## src/hdl/gsn_smul.sv

```systemverilog
`timescale 1ns / 1ps
// Bit-serial unsigned shift-add multiplier, one multiplier bit per cycle.
// No dependencies.
module gsn_smul #(
	parameter int W = 30
) (
	input  logic           clk,
	input  logic           arst_n,
	input  logic           start,
	input  logic [W-1:0]   a,
	input  logic [W-1:0]   b,
	output logic           done,
	output logic [2*W-1:0] p
);
	localparam int CW = $clog2(W);

	logic [2*W-1:0] mcand_q;
	logic [W-1:0]   mplier_q;
	logic [2*W-1:0] acc_q;
	logic [CW-1:0]  cnt_q;
	logic           run_q;
	logic           done_q;

	always_ff @(posedge clk or negedge arst_n) begin
		if (!arst_n) begin
			run_q <= 1'b0;
			done_q <= 1'b0;
			cnt_q <= '0;
		end else begin
			done_q <= 1'b0;
			if (start) begin
				run_q <= 1'b1;
				cnt_q <= '0;
			end else if (run_q) begin
				cnt_q <= cnt_q + 1'b1;
				if (int'(cnt_q) == W - 1) begin
					run_q <= 1'b0;
					done_q <= 1'b1;
				end
			end
		end
	end

	// Accumulate one partial product per cycle.
	always_ff @(posedge clk) begin
		if (start) begin
			mcand_q <= (2*W)'(a);
			mplier_q <= b;
			acc_q <= '0;
		end else if (run_q) begin
			if (mplier_q[0]) begin
				acc_q <= acc_q + mcand_q;
			end
			mcand_q <= mcand_q << 1;
			mplier_q <= mplier_q >> 1;
		end
	end

	assign done = done_q;
	assign p = acc_q;
endmodule

```

## config.mk

```make
export PLATFORM = sky130hd
export DESIGN_NAME = gsn_smul
export DESIGN_NICKNAME = d
export VERILOG_FILES = /design/src/hdl/gsn_smul.sv
export SDC_FILE = /design/constraint.sdc
export NUM_CORES = 1
export LEC_CHECK = 0
export BUFFER_PORTS_ARGS = -buffer_cell sky130_fd_sc_hd__buf_2
export CORE_UTILIZATION = 40
export DETAILED_ROUTE_END_ITERATION = 10
export GPL_ROUTABILITY_DRIVEN = 0
export HOLD_SLACK_MARGIN = 0.03
export PLACE_DENSITY = 0.61
export SETUP_SLACK_MARGIN = 0.5
export SLEW_MARGIN = 20
export SYNTH_ARGS = -nofsm -noshare
export SYNTH_HDL_FRONTEND = slang
export SYNTH_SLANG_ARGS = --single-unit
```

## constraint.sdc

```tcl
create_clock -name clk -period 4.9 [get_ports clk]
set_clock_uncertainty 0.15 [all_clocks]
set_input_delay 0 -clock clk [delete_from_list [all_inputs] [get_ports clk]]
set_output_delay 0 -clock clk [all_outputs]
set_load 0.02 [all_outputs]
```

==> flow_summary.yaml <==
global_route:
  grt_overflow_total: 0
  grt_antenna_before_repair: 0
  grt_use_total_pct: 20.4
  grt_max_degree: 80
  grt_pass1_wl_mm: 39.6
  grt_pass1_vias: 7810
setup_path:
  path_cells: "ha_1 > fa_1 > a211oi_1 > o21ai_0 > nand3_1 > a211oi_1 > o31ai_1 > nand3b_1 > a21oi_1 > nor4_1 > a211o_1"
  critical_path_required_ps: 5070
  max_stage_delay_ps: 440
  cp.arrival_ps: 3670
  cpMostUsedCell: "a211oi_1"
  endpoint_kind: "register"
  crit_path_start_kind: "register"
  cp_max_fo: 3
  slowest_stage: "fa_1"
  critical_path_class: "reg2reg"
synth:
  yosys-top-cells-count: "nand2_1 (123), a21oi_1 (104), dfxtp_1 (90)"
  syn-num-nets: 1161
  ys_seq_area_share_pct: 39.4
  synth_edf_count: 60
  synthArstFlopShare_pct: 4.46
  syn-cell-area_um2: 9580
  synth_top_area_cell: "dfxtp_1"
  yosys_warnings: 0
  synthXorXnorAreaFrac_pct: 4.21
  synth_cell_types: 71
  muxShareOfSynthArea_pct: 10.1
  synth.most_common_cell: "nand2_1"
  synth.ff_latch_count: 157
  yosysTopAreaCellShare_pct: 18.8
  synth_fa_ha_area_share_pct: 8.18
  synth-main-ff-cell: "dfxtp_1"
  synth_compound_area_share_pct: 19.0
  synth_area_leaders: "dfxtp_1 (19%), edfxtp_1 (19%), ha_1 (8.0%), mux2_2 (6.8%), a21oi_1 (5.4%)"
  postSynthAreaPerCell_um2: 9.25
  synth_top_family_by_area: "compound AO/OA/AOI/OAI gates"
  netlist_instances: 1036
  yosys.area_share.simple_pct: 15.7
floorplan:
  die_width_um: 157
  start_util_pct: 40.8
  rows: 56
  dieArea_um2: 24600
  die_h_um: 157
  core_area_um2: 23500
  io_pins: 124
layout:
  finalNonFillerCells: 1517
  area_delta_synth_final_pct: 21.3
  drive_above_1_share_pct: 20.5
  n_antenna_cell: 0
  nNetsFinal: 1310
timing:
  setup_viol: 0
  drv_slew: 0
  period_minus_slack_ps: 3490
  finalCritPeriodShare_pct: 71.3
  max_clock_freq_mhz: 286
  tightest_slew_ps: 955
  relSlewSlack_pct: 36.4
  hold_viol: 0
  whs_ps: 242
  rsz0062_at_grt: "false"
  setup_tns_ps: 0
route:
  via_per_inst: 5.34
  firstDrtPassIters: 5
  drc: 0
  wl_per_cell_um: 16.1
  drtIter0Drc: 383
  antenna_left: 0
  route.vias.total: 8100
  routed_wl_mm: 24.4
cts:
  clk_latency_ps: 430
  cts_resized: 0
  cts_root_buf: "clkbuf_16"
  cts.sinks: 157
  cts_max_path_buffers: 2
  cts_tree: "built"
  clk_pin_slew_ps: 80
  h-tree-depth: 4
  cts_setup_buffers: 0
  ctsHoldBuffers: 63
  numCtsBuffers: 17
run:
  maxCapViolCount: 0
power_and_ir_drop:
  power.density_nw_per_um2: 345
  leakage_nw: 5.21
  ir_worst_vdd_v: 0.000208
placement:
  dpl.cell_count: 1422
  port_buffers: 123
  hpwlAfterDp_mm: 17.3
min_path:
  hold_class: "in2reg"
outcome:
  status: "completed"
-- cells by family (layout without fill, tap and decap cells) --
family | after synthesis | in the layout
and+or+nand+nor | 321 | 321
AOI/OAI and AO/OA | 278 | 278
muxes | 89 | 89
buffers and inverters | 83 | 245
xor gates and xnor gates | 46 | 46
DFF | 157 | 157
adders and majority gates | 62 | 62
-- where the power goes --
part | internal [mW] | switching [mW]
Sequential | 1.48 | 0.0783
Combinational | 0.448 | 0.676
Clock | 0.687 | 0.641
Total | 2.61 | 1.40
-- cell usage in the layout, fill, tap and decap left out, drive strengths merged, types with 30 or more instances in the layout --
cell type,instances
ha,61
dlygate4sd3,63
mux2,58
edfxtp,60
mux2i,31
nor2,72
buf,129
a21oi,107
dfxtp,90
nand3,32
o21ai,59
nand2,125
inv,30
-- flip-flops by register name, summed over array words and instances, names as in the netlist --
register and count:
cnt_q 5, done 1, mcand_q 60, mplier_q 30, p 60, run_q 1
-- metrics by stage --
step / setup WS [ps] / cell area, um2 / power (mW) / util (%)
final: 1410 / 11600 / 4.01 / 49.5
after global routing: 1270 / 11600 / 4.23 / 49.5
after CTS: 1460 / 11600 / 4.04 / 49.5
after detailed placement: 1490 / 10400 / 2.66 / 44.3
after global placement: 1540 / 10400 / 2.66 / 44.3
after floorplan: 1890 / 9580 / 2.38 / -
-- routing by layer --
layer / share of wire, % / wire [um] / track usage, %
met1: 48 / 11600 / 27.5
met2: 46 / 11200 / 32.9
met3: 5.1 / 1250 / 4.32
met4: 1.3 / 322 / 5.37
met5: 0 / 0 / 0
-- worst paths after layout --
kind	startpoint	to	depth (start not counted)	slack, ps
worst max-delay path	mcand_q[0]	p[54]	11	1410
worst min-delay path	b[21]	mplier_q[21]	3	240
worst max register to register	mcand_q[0]	p[54]	11	1410
worst min register to register	p[35]	p[35]	2	320
max in group asynchronous	arst_n	run_q	3	3960
min in group asynchronous	arst_n	cnt_q[4]	3	370
-- layout make-up --
type / count / area, um2
well taps: 319 / 399
clock inverters: 15 / 164
flip-flops and latches: 157 / 3780
inverters: 21 / 78.8
repair buffers: 192 / 1290
clock buffers: 17 / 425
multi-input cells: 796 / 5480
fillers: 2239 / 11900
-- worst max-delay path, delay by kind of cell (launching register included) --
kind | cells | cell delay (ps)
simple gates | 3 | 580
flops | 1 | 400
compound gates | 6 | 1550
fa+ha+maj | 2 | 690
Note: power is estimated with default switching activity, not from simulation.
