[config.mk]
export PLATFORM = sky130hd
export DESIGN_NAME = gsn_div
export DESIGN_NICKNAME = d
export VERILOG_FILES = /design/src/hdl/gsn_pkg.sv /design/src/hdl/gsn_div.sv
export SDC_FILE = /design/constraint.sdc
export NUM_CORES = 1
export LEC_CHECK = 0
export BUFFER_PORTS_ARGS = -buffer_cell sky130_fd_sc_hd__buf_4
export CAP_MARGIN = 25
export CORE_AREA = 4 4 85 166
export CTS_CLUSTER_SIZE = 40
export DETAILED_ROUTE_END_ITERATION = 8
export DIE_AREA = 0 0 89 170
export GPL_TIMING_DRIVEN = 0
export HOLD_SLACK_MARGIN = 0.08
export PLACE_DENSITY_LB_ADDON = 0.2
export SLEW_MARGIN = 20
export SYNTH_ARGS = -nofsm -noshare
export SYNTH_HDL_FRONTEND = slang
export SYNTH_SLANG_ARGS = --single-unit
[constraint.sdc]
create_clock -name clk -period 5.8 [get_ports clk]
set_clock_uncertainty 0.15 [all_clocks]
set_input_delay 0.58 -clock clk [delete_from_list [all_inputs] [get_ports clk]]
set_output_delay 0.58 -clock clk [all_outputs]
set_load 0.02 [all_outputs]
[src/hdl/gsn_pkg.sv]
`timescale 1ns / 1ps
// Shared types, widths and codes of the grid surface normal unit.
// No dependencies; imported by gsn_sqrt, gsn_div, the top level, the checker and the testbench.
package gsn_pkg;
	localparam int MAX_GRID_DEF = 32;
	localparam int CFG_W = 6;
	localparam int ROW_W = 5;
	localparam int COORD_W = 16;
	localparam int NRM_W = 16;
	localparam int STAT_W = 2;
	localparam int DIFF_W = 17;
	localparam int MAG_W = 16;
	localparam int CROSS_W = 34;
	localparam int MUL_W = 30;
	localparam int SUM_W = 62;
	localparam int ROOT_W = 31;
	localparam int NUM_W = 45;
	localparam int QUO_W = 15;
	localparam int FRAC_SH = 14;

	localparam logic [CFG_W-1:0] GRID_RESET = 6'd20;
	localparam logic [QUO_W-1:0] ONE_Q14 = 15'd16384;

	localparam logic CMD_WRITE = 1'b0;
	localparam logic CMD_READ = 1'b1;

	localparam logic [STAT_W-1:0] ST_OK = 2'd0;
	localparam logic [STAT_W-1:0] ST_DEG = 2'd1;
	localparam logic [STAT_W-1:0] ST_OOR = 2'd2;

	typedef logic signed [COORD_W-1:0] coord_t;
	typedef struct packed {
		coord_t x;
		coord_t y;
		coord_t z;
	} point_t;
endpackage

[src/hdl/gsn_div.sv]
`timescale 1ns / 1ps
// Restoring divider, one quotient bit per cycle, quotient known below 2^15.
// Depends on gsn_pkg for widths.
module gsn_div (
	input  logic                        clk,
	input  logic                        arst_n,
	input  logic                        start,
	input  logic [gsn_pkg::NUM_W-1:0]   num,
	input  logic [gsn_pkg::ROOT_W-1:0]  den,
	output logic                        done,
	output logic [gsn_pkg::QUO_W-1:0]   quo
);
	import gsn_pkg::*;

	logic [NUM_W-1:0] rem_q;
	logic [NUM_W-1:0] dsh_q;
	logic [QUO_W-1:0] quo_q;
	logic [3:0]       cnt_q;
	logic             run_q;
	logic             done_q;

	always_ff @(posedge clk or negedge arst_n) begin
		if (!arst_n) begin
			run_q <= 1'b0;
			done_q <= 1'b0;
			cnt_q <= '0;
		end else begin
			done_q <= 1'b0;
			if (start) begin
				run_q <= 1'b1;
				cnt_q <= '0;
			end else if (run_q) begin
				cnt_q <= cnt_q + 1'b1;
				if (int'(cnt_q) == QUO_W - 1) begin
					run_q <= 1'b0;
					done_q <= 1'b1;
				end
			end
		end
	end

	always_ff @(posedge clk) begin
		if (start) begin
			rem_q <= num;
			dsh_q <= NUM_W'(den) << (QUO_W - 1);
			quo_q <= '0;
		end else if (run_q) begin
			if (rem_q >= dsh_q) begin
				rem_q <= rem_q - dsh_q;
				quo_q <= {quo_q[QUO_W-2:0], 1'b1};
			end else begin
				quo_q <= {quo_q[QUO_W-2:0], 1'b0};
			end
			dsh_q <= dsh_q >> 1;
		end
	end

	assign done = done_q;
	assign quo = quo_q;
endmodule

==> results_dict.tcl <==
set metrics [dict create \
    status "finished, final reports clean" \
    row_count 59 \
    cp.required_ns 5.72 \
    synth-compound-area-share_pct 20.9 \
    grt_pass1_vias 6531 \
    post_drt_wl_per_cell_um 17.6 \
    worst-path-buf-inv 2 \
    synth-xor-area-share_pct 4.04 \
    start_kind "flop" \
    synthMuxAreaShare_pct 4.22 \
    grt_pass1_wl_um 30400 \
    combPwrFrac_pct 56.2 \
    firstDrtPassIters 6 \
    synth_fp_nets 966 \
    clock.fmax_mhz 287 \
    fin_crit_sh_pct 60.2 \
    clock_latency_ns 0.36 \
    ys_types 68 \
    drv_slew 0 \
    viasPerCell 5.86 \
    fillCellCount 1084 \
    synth_top_family_by_area "compound AO/OA/AOI/OAI gates" \
    drc 0 \
    cpMaxStageDelayCell "a31oi_4" \
    postPlaceCellArea_mm2 0.00834 \
    ant_nets 0 \
    cts-hold-fix-buffers 1 \
    max-cap-violations 0 \
    async_flop_share_pct 5.41 \
    p_int_mw 2.36 \
    yosys.area_share.adder_pct 8.24 \
    synth_warnings 0 \
    cp_cell_sequence "inv_1, ha_1, nor2b_1, o2111ai_1, a211oi_1, o31a_1, o21ai_2, nand2_1, o21ai_1, a31oi_4, buf_16" \
    clockBufferDepth 2 \
    hold_depth 3 \
    cp_num_cells 11 \
    post-route-min-period_ns 3.49 \
    vias 6468 \
    ys_dominant_reg_cell "edfxtp_1" \
    cts.sinks 111 \
    setup_violations 0 \
    ir_drop_mv 0.281 \
    ff2ff_path_depth 11 \
    rsz0062_at_grt "false" \
    drt_wl_total_um 19400 \
    grt_max_degree 32 \
    cpPeakStageDelay_ns 0.60 \
    syn_avg_cell_area_um2 8.79 \
    final_common_cell "nand2_1" \
    swShare_pct 43.9 \
    h-tree-depth 3 \
    ys_ff_latch 111 \
    hp-class "primary input to flop" \
    cp.arrival_ns 3.41 \
    tritoncts "yes" \
    port-buffer-count 93 \
    maxSlewHeadroom_pct 40.8 \
    switchingPower_mw 1.85 \
    post_cts_buffers 0 \
    crit_family "compound AO/OA/AOI/OAI gates" \
    worst_setup_path_end_kind "flop" \
    syn2layout_area_growth_pct 17.3 \
    io_pins 95 \
    cts_buffers 9 \
    fp.dieArea_mm2 0.0151 \
    pwr-share-seq_pct 28.5 \
    initial_core_util_pct 57.1 \
    final-hold-violation-count 0 \
    track_usage_pct 26.1 \
    coreArea_mm2 0.0129 \
    yosys.area_share.simple_pct 16.1 \
    synthTopCellsByArea "edfxtp_1 31%, ha_1 8.0%, dfxtp_1 7.9%" \
    fin_util_pct 67.0 \
    antenna_cells 0 \
    yosysTopAreaCell "edfxtp_1" \
    cts_root_buffer "clkbuf_16" \
    fin_nets 1073 \
    routabilityCongestion 0.944 \
    synth-seq-area-share_pct 40.8 \
    globalRouteOverflowTotal 0 \
    critical_path_class "flop to flop" \
    fin_area_mm2 0.00866 \
    tightest_slew_ns 0.888 \
    drive_above_1_share_pct 15.2 \
    dieHeight_um 170 \
    hpwl_um 15200 \
    path_clk_slew_ns 0.08 \
    clockPowerShare_pct 15.3 \
    critPathMaxFanout 17 \
    p_per_area_mw_per_mm2 486 \
    antenna_found_initial 0 \
    drt_iter0_markers 322 \
    synth_edf_count 76 \
    cts_resized 0 \
    syn_inst 839 \
    synth_top_area_share_pct 30.9 \
    synth_area_mm2 0.00738 \
    final_cell_mix "142 x nand2_1, 93 x buf_4, 76 x edfxtp_1, 68 x o21ai_0, 64 x inv_1" \
    dieWidth_um 89 \
    cellLeakagePower_nw 3.89 \
]
[per-layer routing]
metal,track usage [%],share of wire (%),vias to the layer above
met4,15.7,6.0,0
met2,48.6,54,181
li1,-,-,3191
met1,26.4,36,3017
met5,0,0,-
met3,3.54,3.9,79
[cells by family after synthesis]
kind of cell | Yosys count
and+or+nand+nor | 274
AOI/OAI and AO/OA | 232
DFF | 111
buffers and inverters | 109
adders and majority gates | 48
xor gates and xnor gates | 34
muxes | 31
[path summary, 6_finish.rpt]
kind	to	slack (ns)	from
setup reg to reg	rem_q[24]	2.31	dsh_q[1]
max in group asynchronous	run_q	4.98	arst_n
hold / removal	dsh_q[19]	0.34	den[5]
min in group asynchronous	cnt_q[2]	0.40	arst_n
setup / recovery	rem_q[24]	2.31	dsh_q[1]
hold reg to reg	quo[14]	0.37	quo[14]
[cell usage after synthesis (8+ instances only)]
cell type  number
a21o_1         21
a21oi_1        42
clkbuf_1       36
dfxtp_1        29
edfxtp_1       76
ha_1           47
inv_1          65
mux2i_1        30
nand2_1       142
nand3_1        12
nand4_1        16
nor2_1         61
nor3_1         14
o21a_1         10
o21ai_0        68
o21ai_1        20
o21bai_1        8
xnor2_1        17
xor2_1         17
[registers in the layout (all words and copies together) (netlist names)]
name and count:
done 1, dsh_q 45, rem_q 45, cnt_q 4, quo 15, run_q 1
[final cells by class]
class / count / area (um^2) / share of cell area, %
inverter: 65 / 244 / 2.82
timing repair buffer: 96 / 763 / 8.82
buffer: 44 / 175 / 2.02
clock inverter: 7 / 86.3 / 0.997
multi-input combinational: 619 / 3960 / 45.8
sequential: 111 / 3010 / 34.8
clock buffer: 9 / 225 / 2.60
tap: 152 / 190 / 2.20
[through the flow]
step           power, mW  hold WS (ns)  cells  setup TNS, ns  setup slack, ns
6_report            4.21         0.342   1103              0             2.31
5_1_grt             4.49         0.354   1103              0             2.01
4_1_cts             4.19         0.339   1103              0             2.31
3_5_place_dp        3.53         0.240   1086              0             2.36
3_3_place_gp        3.47         0.240   1084         -41.45           -0.925
2_1_floorplan       2.95         0.134    839              0            0.879
[power groups by stage]
stage	Clock, mW	Combinational (mW)	Sequential [mW]
final	0.644	2.36	1.20
after global placement	0	2.25	1.22
after global routing	0.677	2.60	1.21
after CTS	0.651	2.34	1.20
after detailed placement	0	2.32	1.22
after floorplan	0	1.74	1.21
[worst register-to-register path: stages, from the launching register on]
cell and delay [ns]:
dfxtp_1 0.40, inv_1 0.06, ha_1 0.28, nor2b_1 0.18, o2111ai_1 0.24, a211oi_1 0.37, o31a_1 0.26, o21ai_2 0.10
nand2_1 0.14, o21ai_1 0.16, a31oi_4 0.60, buf_16 0.24
Power figures use the tool's default switching activity.
