<file path="config.mk">
export PLATFORM = sky130hd
export DESIGN_NAME = gsn_sqrt
export DESIGN_NICKNAME = d
export VERILOG_FILES = /design/src/hdl/gsn_pkg.sv /design/src/hdl/gsn_sqrt.sv
export SDC_FILE = /design/constraint.sdc
export NUM_CORES = 1
export LEC_CHECK = 0
export ABC_AREA = 1
export ABC_CLOCK_PERIOD_IN_PS = 9400
export BUFFER_PORTS_ARGS = -buffer_cell sky130_fd_sc_hd__buf_2
export CAP_MARGIN = 20
export CORE_MARGIN = 1
export CORE_UTILIZATION = 45
export CTS_CLUSTER_DIAMETER = 200
export DETAILED_ROUTE_END_ITERATION = 8
export MAX_ROUTING_LAYER = met4
export PLACE_DENSITY = 0.67
export SETUP_SLACK_MARGIN = 0.5
export SLEW_MARGIN = 20
export SYNTH_ARGS = -nofsm -noshare
export SYNTH_HDL_FRONTEND = slang
export SYNTH_SLANG_ARGS = --single-unit
</file>
<file path="constraint.sdc">
create_clock -name clk -period 9.4 [get_ports clk]
set_input_delay 1.41 -clock clk [delete_from_list [all_inputs] [get_ports clk]]
set_output_delay 1.41 -clock clk [all_outputs]
set_load 0.01 [all_outputs]
</file>
<file path="src/hdl/gsn_pkg.sv">
`timescale 1ns / 1ps
// Shared types, widths and codes of the grid surface normal unit.
// No dependencies; imported by gsn_sqrt, gsn_div, the top level, the checker and the testbench.
package gsn_pkg;
	localparam int MAX_GRID_DEF = 32;
	localparam int CFG_W = 6;
	localparam int ROW_W = 5;
	localparam int COORD_W = 16;
	localparam int NRM_W = 16;
	localparam int STAT_W = 2;
	localparam int DIFF_W = 17;
	localparam int MAG_W = 16;
	localparam int CROSS_W = 34;
	localparam int MUL_W = 30;
	localparam int SUM_W = 62;
	localparam int ROOT_W = 31;
	localparam int NUM_W = 45;
	localparam int QUO_W = 15;
	localparam int FRAC_SH = 14;

	localparam logic [CFG_W-1:0] GRID_RESET = 6'd20;
	localparam logic [QUO_W-1:0] ONE_Q14 = 15'd16384;

	localparam logic CMD_WRITE = 1'b0;
	localparam logic CMD_READ = 1'b1;

	localparam logic [STAT_W-1:0] ST_OK = 2'd0;
	localparam logic [STAT_W-1:0] ST_DEG = 2'd1;
	localparam logic [STAT_W-1:0] ST_OOR = 2'd2;

	typedef logic signed [COORD_W-1:0] coord_t;
	typedef struct packed {
		coord_t x;
		coord_t y;
		coord_t z;
	} point_t;
endpackage

</file>
<file path="src/hdl/gsn_sqrt.sv">
`timescale 1ns / 1ps
// Iterative integer square root, one result bit per cycle.
// Depends on gsn_pkg for widths.
module gsn_sqrt (
	input  logic                        clk,
	input  logic                        arst_n,
	input  logic                        start,
	input  logic [gsn_pkg::SUM_W-1:0]   s,
	output logic                        done,
	output logic [gsn_pkg::ROOT_W-1:0]  root
);
	import gsn_pkg::*;

	logic [SUM_W-1:0] rem_q;
	logic [SUM_W-1:0] res_q;
	logic [SUM_W-1:0] bit_q;
	logic [4:0]       cnt_q;
	logic             run_q;
	logic             done_q;
	logic [SUM_W-1:0] trial;

	assign trial = res_q + bit_q;

	always_ff @(posedge clk or negedge arst_n) begin
		if (!arst_n) begin
			run_q <= 1'b0;
			done_q <= 1'b0;
			cnt_q <= '0;
		end else begin
			done_q <= 1'b0;
			if (start) begin
				run_q <= 1'b1;
				cnt_q <= '0;
			end else if (run_q) begin
				cnt_q <= cnt_q + 1'b1;
				if (int'(cnt_q) == ROOT_W - 1) begin
					run_q <= 1'b0;
					done_q <= 1'b1;
				end
			end
		end
	end

	always_ff @(posedge clk) begin
		if (start) begin
			rem_q <= s;
			res_q <= '0;
			bit_q <= SUM_W'(1) << (SUM_W - 2);
		end else if (run_q) begin
			if (rem_q >= trial) begin
				rem_q <= rem_q - trial;
				res_q <= (res_q >> 1) + bit_q;
			end else begin
				res_q <= res_q >> 1;
			end
			bit_q <= bit_q >> 2;
		end
	end

	assign done = done_q;
	assign root = res_q[ROOT_W-1:0];
endmodule

</file>
==> flow_metrics.env <==
export IMPL_result_of_the_run="finished clean"
export IMPL_number_of_global_route_vias_before_repair=21400
export IMPL_ioPinCount=97
export IMPL_final_util=0.484
export IMPL_synthesized_instance_count=3594
export IMPL_final_min_clock_period_ns=6.04
export IMPL_synth_top_family_by_area="simple AND/OR/NAND/NOR gates"
export IMPL_crit_required_ns=9.76
export IMPL_post_drt_via_cell_ratio=5.35
export IMPL_dpl_worst_slack_ns=3.70
export IMPL_area_sequential_um2=3900
export IMPL_vdd_ir_drop_worst_v=0.000154
export IMPL_finalMaxSlewViolations=0
export IMPL_critical_path_max_fanout=58
export IMPL_grt_pass1_wl_mm=119
export IMPL_synthMuxAreaShare=0
export IMPL_hold_path_class="reg2reg"
export IMPL_drcViolationCount=0
export IMPL_drv_cap=0
export IMPL_drt_pass1_iter_count=5
export IMPL_dp_cells=4184
export IMPL_finished_layout_cells=4216
export IMPL_track_usage=0.357
export IMPL_power_leakage_nw=10.7
export IMPL_io_buffers=96
export IMPL_synth_avg_cell_area_um2=5.61
export IMPL_synth_net_count=3788
export IMPL_hp_start="cnt_q[4]"
export IMPL_netlist_area_um2=20200
export IMPL_final_period_util=0.643
export IMPL_die_area_um2=45700
export IMPL_design_core_area_um2=44200
export IMPL_cts_hold_buffers_added=0
export IMPL_final_hold_viol_count=0
export IMPL_pin_count_of_the_biggest_net_entering_global_routing=73
export IMPL_endpoint_type_of_the_worst_setup_path="flop"
export IMPL_synth_seq_area_share=0.193
export IMPL_totalWireLength_mm=77.4
export IMPL_detailedRoute_firstIterationViolations=2077
export IMPL_postLayoutCellArea_um2=21400
export IMPL_async_flop_share=0.0432
export IMPL_htreeDepth=4
export IMPL_mostFrequentLayoutCells="sky130_fd_sc_hd__nand2_1 (1,331), sky130_fd_sc_hd__inv_1 (578), sky130_fd_sc_hd__nand3_1 (308), sky130_fd_sc_hd__nor2_1 (292), sky130_fd_sc_hd__a21oi_1 (177)"
export IMPL_post_synthesis_compound_gate_area_fraction=0.105
export IMPL_finalHoldWorstSlack_ns=0.486
export IMPL_floorplan_initialDensity=0.456
export IMPL_synth_enable_flop_cells=62
export IMPL_nNetsFinal=3805
export IMPL_cts_root_buffer_cell="sky130_fd_sc_hd__clkbuf_16"
export IMPL_setup_crit_path_kind="reg2reg"
export IMPL_n_antenna_cell=0
export IMPL_floorplan_rows=77
export IMPL_die_h_um=214
export IMPL_finClkSkew_ns=0.0187
export IMPL_dpl_instance_area_um2=20800
export IMPL_synth_ff_latch_count=162
export IMPL_fraction_of_layout_instances_using_a_drive_strength_above_1=0.0593
export IMPL_setup_slack_ns=3.36
export IMPL_place_hpwl_mm=63.6
export IMPL_clock_latency_ns=0.48
export IMPL_layout_area_overhead_vs_synth_pct=6.08
export IMPL_post_cts_resized=0
export IMPL_post_synthesis_share_of_cell_area_spent_on_full_adders_half_adders_and_majority_gates=0.0804
export IMPL_die_width_um=214
export IMPL_slew_headroom=0.311
export IMPL_synthXorXnorAreaFrac=0.0378
export IMPL_via_total_after_detailed_routing=22600
export IMPL_synth_yosys_warnings=0
export IMPL_finalSetupTns_ns=0
export IMPL_setup_worst_path_start_class="flop"
export IMPL_post_cts_setup_buffer_count=0
export IMPL_crit_start="res_q[14]"
export IMPL_globalRouteOverflowTotal=0
export IMPL_power_per_cell_area_nw_per_um2=296
export IMPL_r2r_start="res_q[14]"
export IMPL_fmax_mhz=166
export IMPL_cp_arrival_ns=6.40
export IMPL_cts_reportedPaths_clkPinSlew_ns=0.07
export IMPL_simple_gate_fraction_of_synth_area=0.441
export IMPL_cts_max_path_buffers=2
export IMPL_total_power_mw=6.33
export IMPL_n_fill_cell=4978
export IMPL_antenna_found_initial=1
export IMPL_multi_input_comb_area_um2=13400
export IMPL_tightestPinTransition_ns=1.03
export IMPL_ys_types=47
export IMPL_cts_buffers_inserted=17
export IMPL_mostFrequentLayoutCell="sky130_fd_sc_hd__nand2_1"
export IMPL_timing_final_setup_violations=0
export IMPL_drt_antenna_violating_nets=0
export IMPL_post_drt_wl_per_cell_um=18.4
export IMPL_main_synth_ff_type="sky130_fd_sc_hd__dfxtp_1"
export IMPL_clock_sinks=162
export IMPL_place_congestion=1.01
export IMPL_rsz0062_at_grt="false"
export IMPL_cts_tree="built"
==> final timing paths <==
path	end	slack, ns	cells after the start
max	res_q[51]	3.36	25
min	cnt_q[4]	0.49	1
max reg2reg	res_q[51]	3.36	25
min reg2reg	cnt_q[4]	0.49	1
max in group asynchronous	cnt_q[4]	8.48	1
min in group asynchronous	done	0.76	1
==> state kept, by name, summed over array words and instances (netlist names) <==
register	cells
done	1
cnt_q	5
run_q	1
res_q	62
bit_q	31
rem_q	62
==> report_power, final <==
| part | internal [mW] | switching, mW |
|---|---|---|
| sequential | 1.05 | 0.299 |
| clock | 0.351 | 0.365 |
| combinational | 1.38 | 2.89 |
| total | 2.78 | 3.56 |
==> worst max-delay path, stage by stage, from the launching register on <==
cell and delay (ns):
sky130_fd_sc_hd__dfxtp_1 0.63, sky130_fd_sc_hd__ha_1 0.30, sky130_fd_sc_hd__nand2_1 0.10, sky130_fd_sc_hd__o21ai_0 0.42
sky130_fd_sc_hd__nand2_1 0.19, sky130_fd_sc_hd__o21ai_0 0.34, sky130_fd_sc_hd__a21oi_1 0.11, sky130_fd_sc_hd__o21ai_1 0.35
sky130_fd_sc_hd__nand3_1 0.20, sky130_fd_sc_hd__nand3_1 0.11, sky130_fd_sc_hd__nand2_1 0.07, sky130_fd_sc_hd__ha_1 0.36
sky130_fd_sc_hd__nand2_1 0.18, sky130_fd_sc_hd__inv_1 0.06, sky130_fd_sc_hd__nand2_1 0.07, sky130_fd_sc_hd__nand3_1 0.09
sky130_fd_sc_hd__a21oi_1 0.21, sky130_fd_sc_hd__nand2_1 0.13, sky130_fd_sc_hd__nor2_4 0.37, sky130_fd_sc_hd__buf_4 0.63
sky130_fd_sc_hd__nand2_2 0.23, sky130_fd_sc_hd__buf_4 0.38, sky130_fd_sc_hd__nand2_1 0.16, sky130_fd_sc_hd__nand2_1 0.06
sky130_fd_sc_hd__nand2_1 0.06, sky130_fd_sc_hd__nand2_1 0.06
==> per-layer routing <==
metal	wire, µm	vias to the layer above	global-route usage
li1	-	11400	-
met1	34000	10200	0.454
met2	34600	847	0.568
met3	4860	172	0.0316
met4	3960	0	0.179
met5	0	-	-
==> cell usage after synthesis, drive strengths merged (2+ instances only) <==
master | number | share of area
and2 | 9 | 0.0028
dfxtp | 93 | 0.092
dfrtp | 7 | 0.0087
a21oi | 177 | 0.044
clkbuf | 29 | 0.0054
inv | 590 | 0.11
nor4 | 6 | 0.0019
edfxtp | 62 | 0.092
ha | 128 | 0.079
and3 | 3 | 0.00093
o22ai | 31 | 0.0096
buf | 77 | 0.027
nand4 | 40 | 0.012
nand2 | 1349 | 0.25
o21ai | 149 | 0.037
nor3 | 49 | 0.013
or2 | 18 | 0.0056
a22oi | 2 | 0.00074
o21bai | 20 | 0.0074
nor2 | 310 | 0.060
xnor2 | 45 | 0.020
xor2 | 42 | 0.018
nand3 | 318 | 0.081
nand3b | 23 | 0.0086
o211ai | 3 | 0.0011
a211oi | 2 | 0.00074
a21o | 7 | 0.0026
==> kinds of logic (layout without fill, tap and decap cells) <==
family | after synthesis | after routing
simple gates | 2125 | 2125
flops | 162 | 162
compound gates | 395 | 395
buf+inv | 696 | 726
xor+xnor | 87 | 87
fa+ha+maj | 129 | 129
==> final cells by class <==
class,count,share of cell area
Multi-Input combinational cell,2736,0.628
Sequential cell,162,0.182
Inverter,590,0.104
Tap cell,592,0.0346
Timing Repair Buffer,104,0.0254
Clock buffer,17,0.0199
Clock inverter,15,0.00661
(Power assumes the default switching activity.)
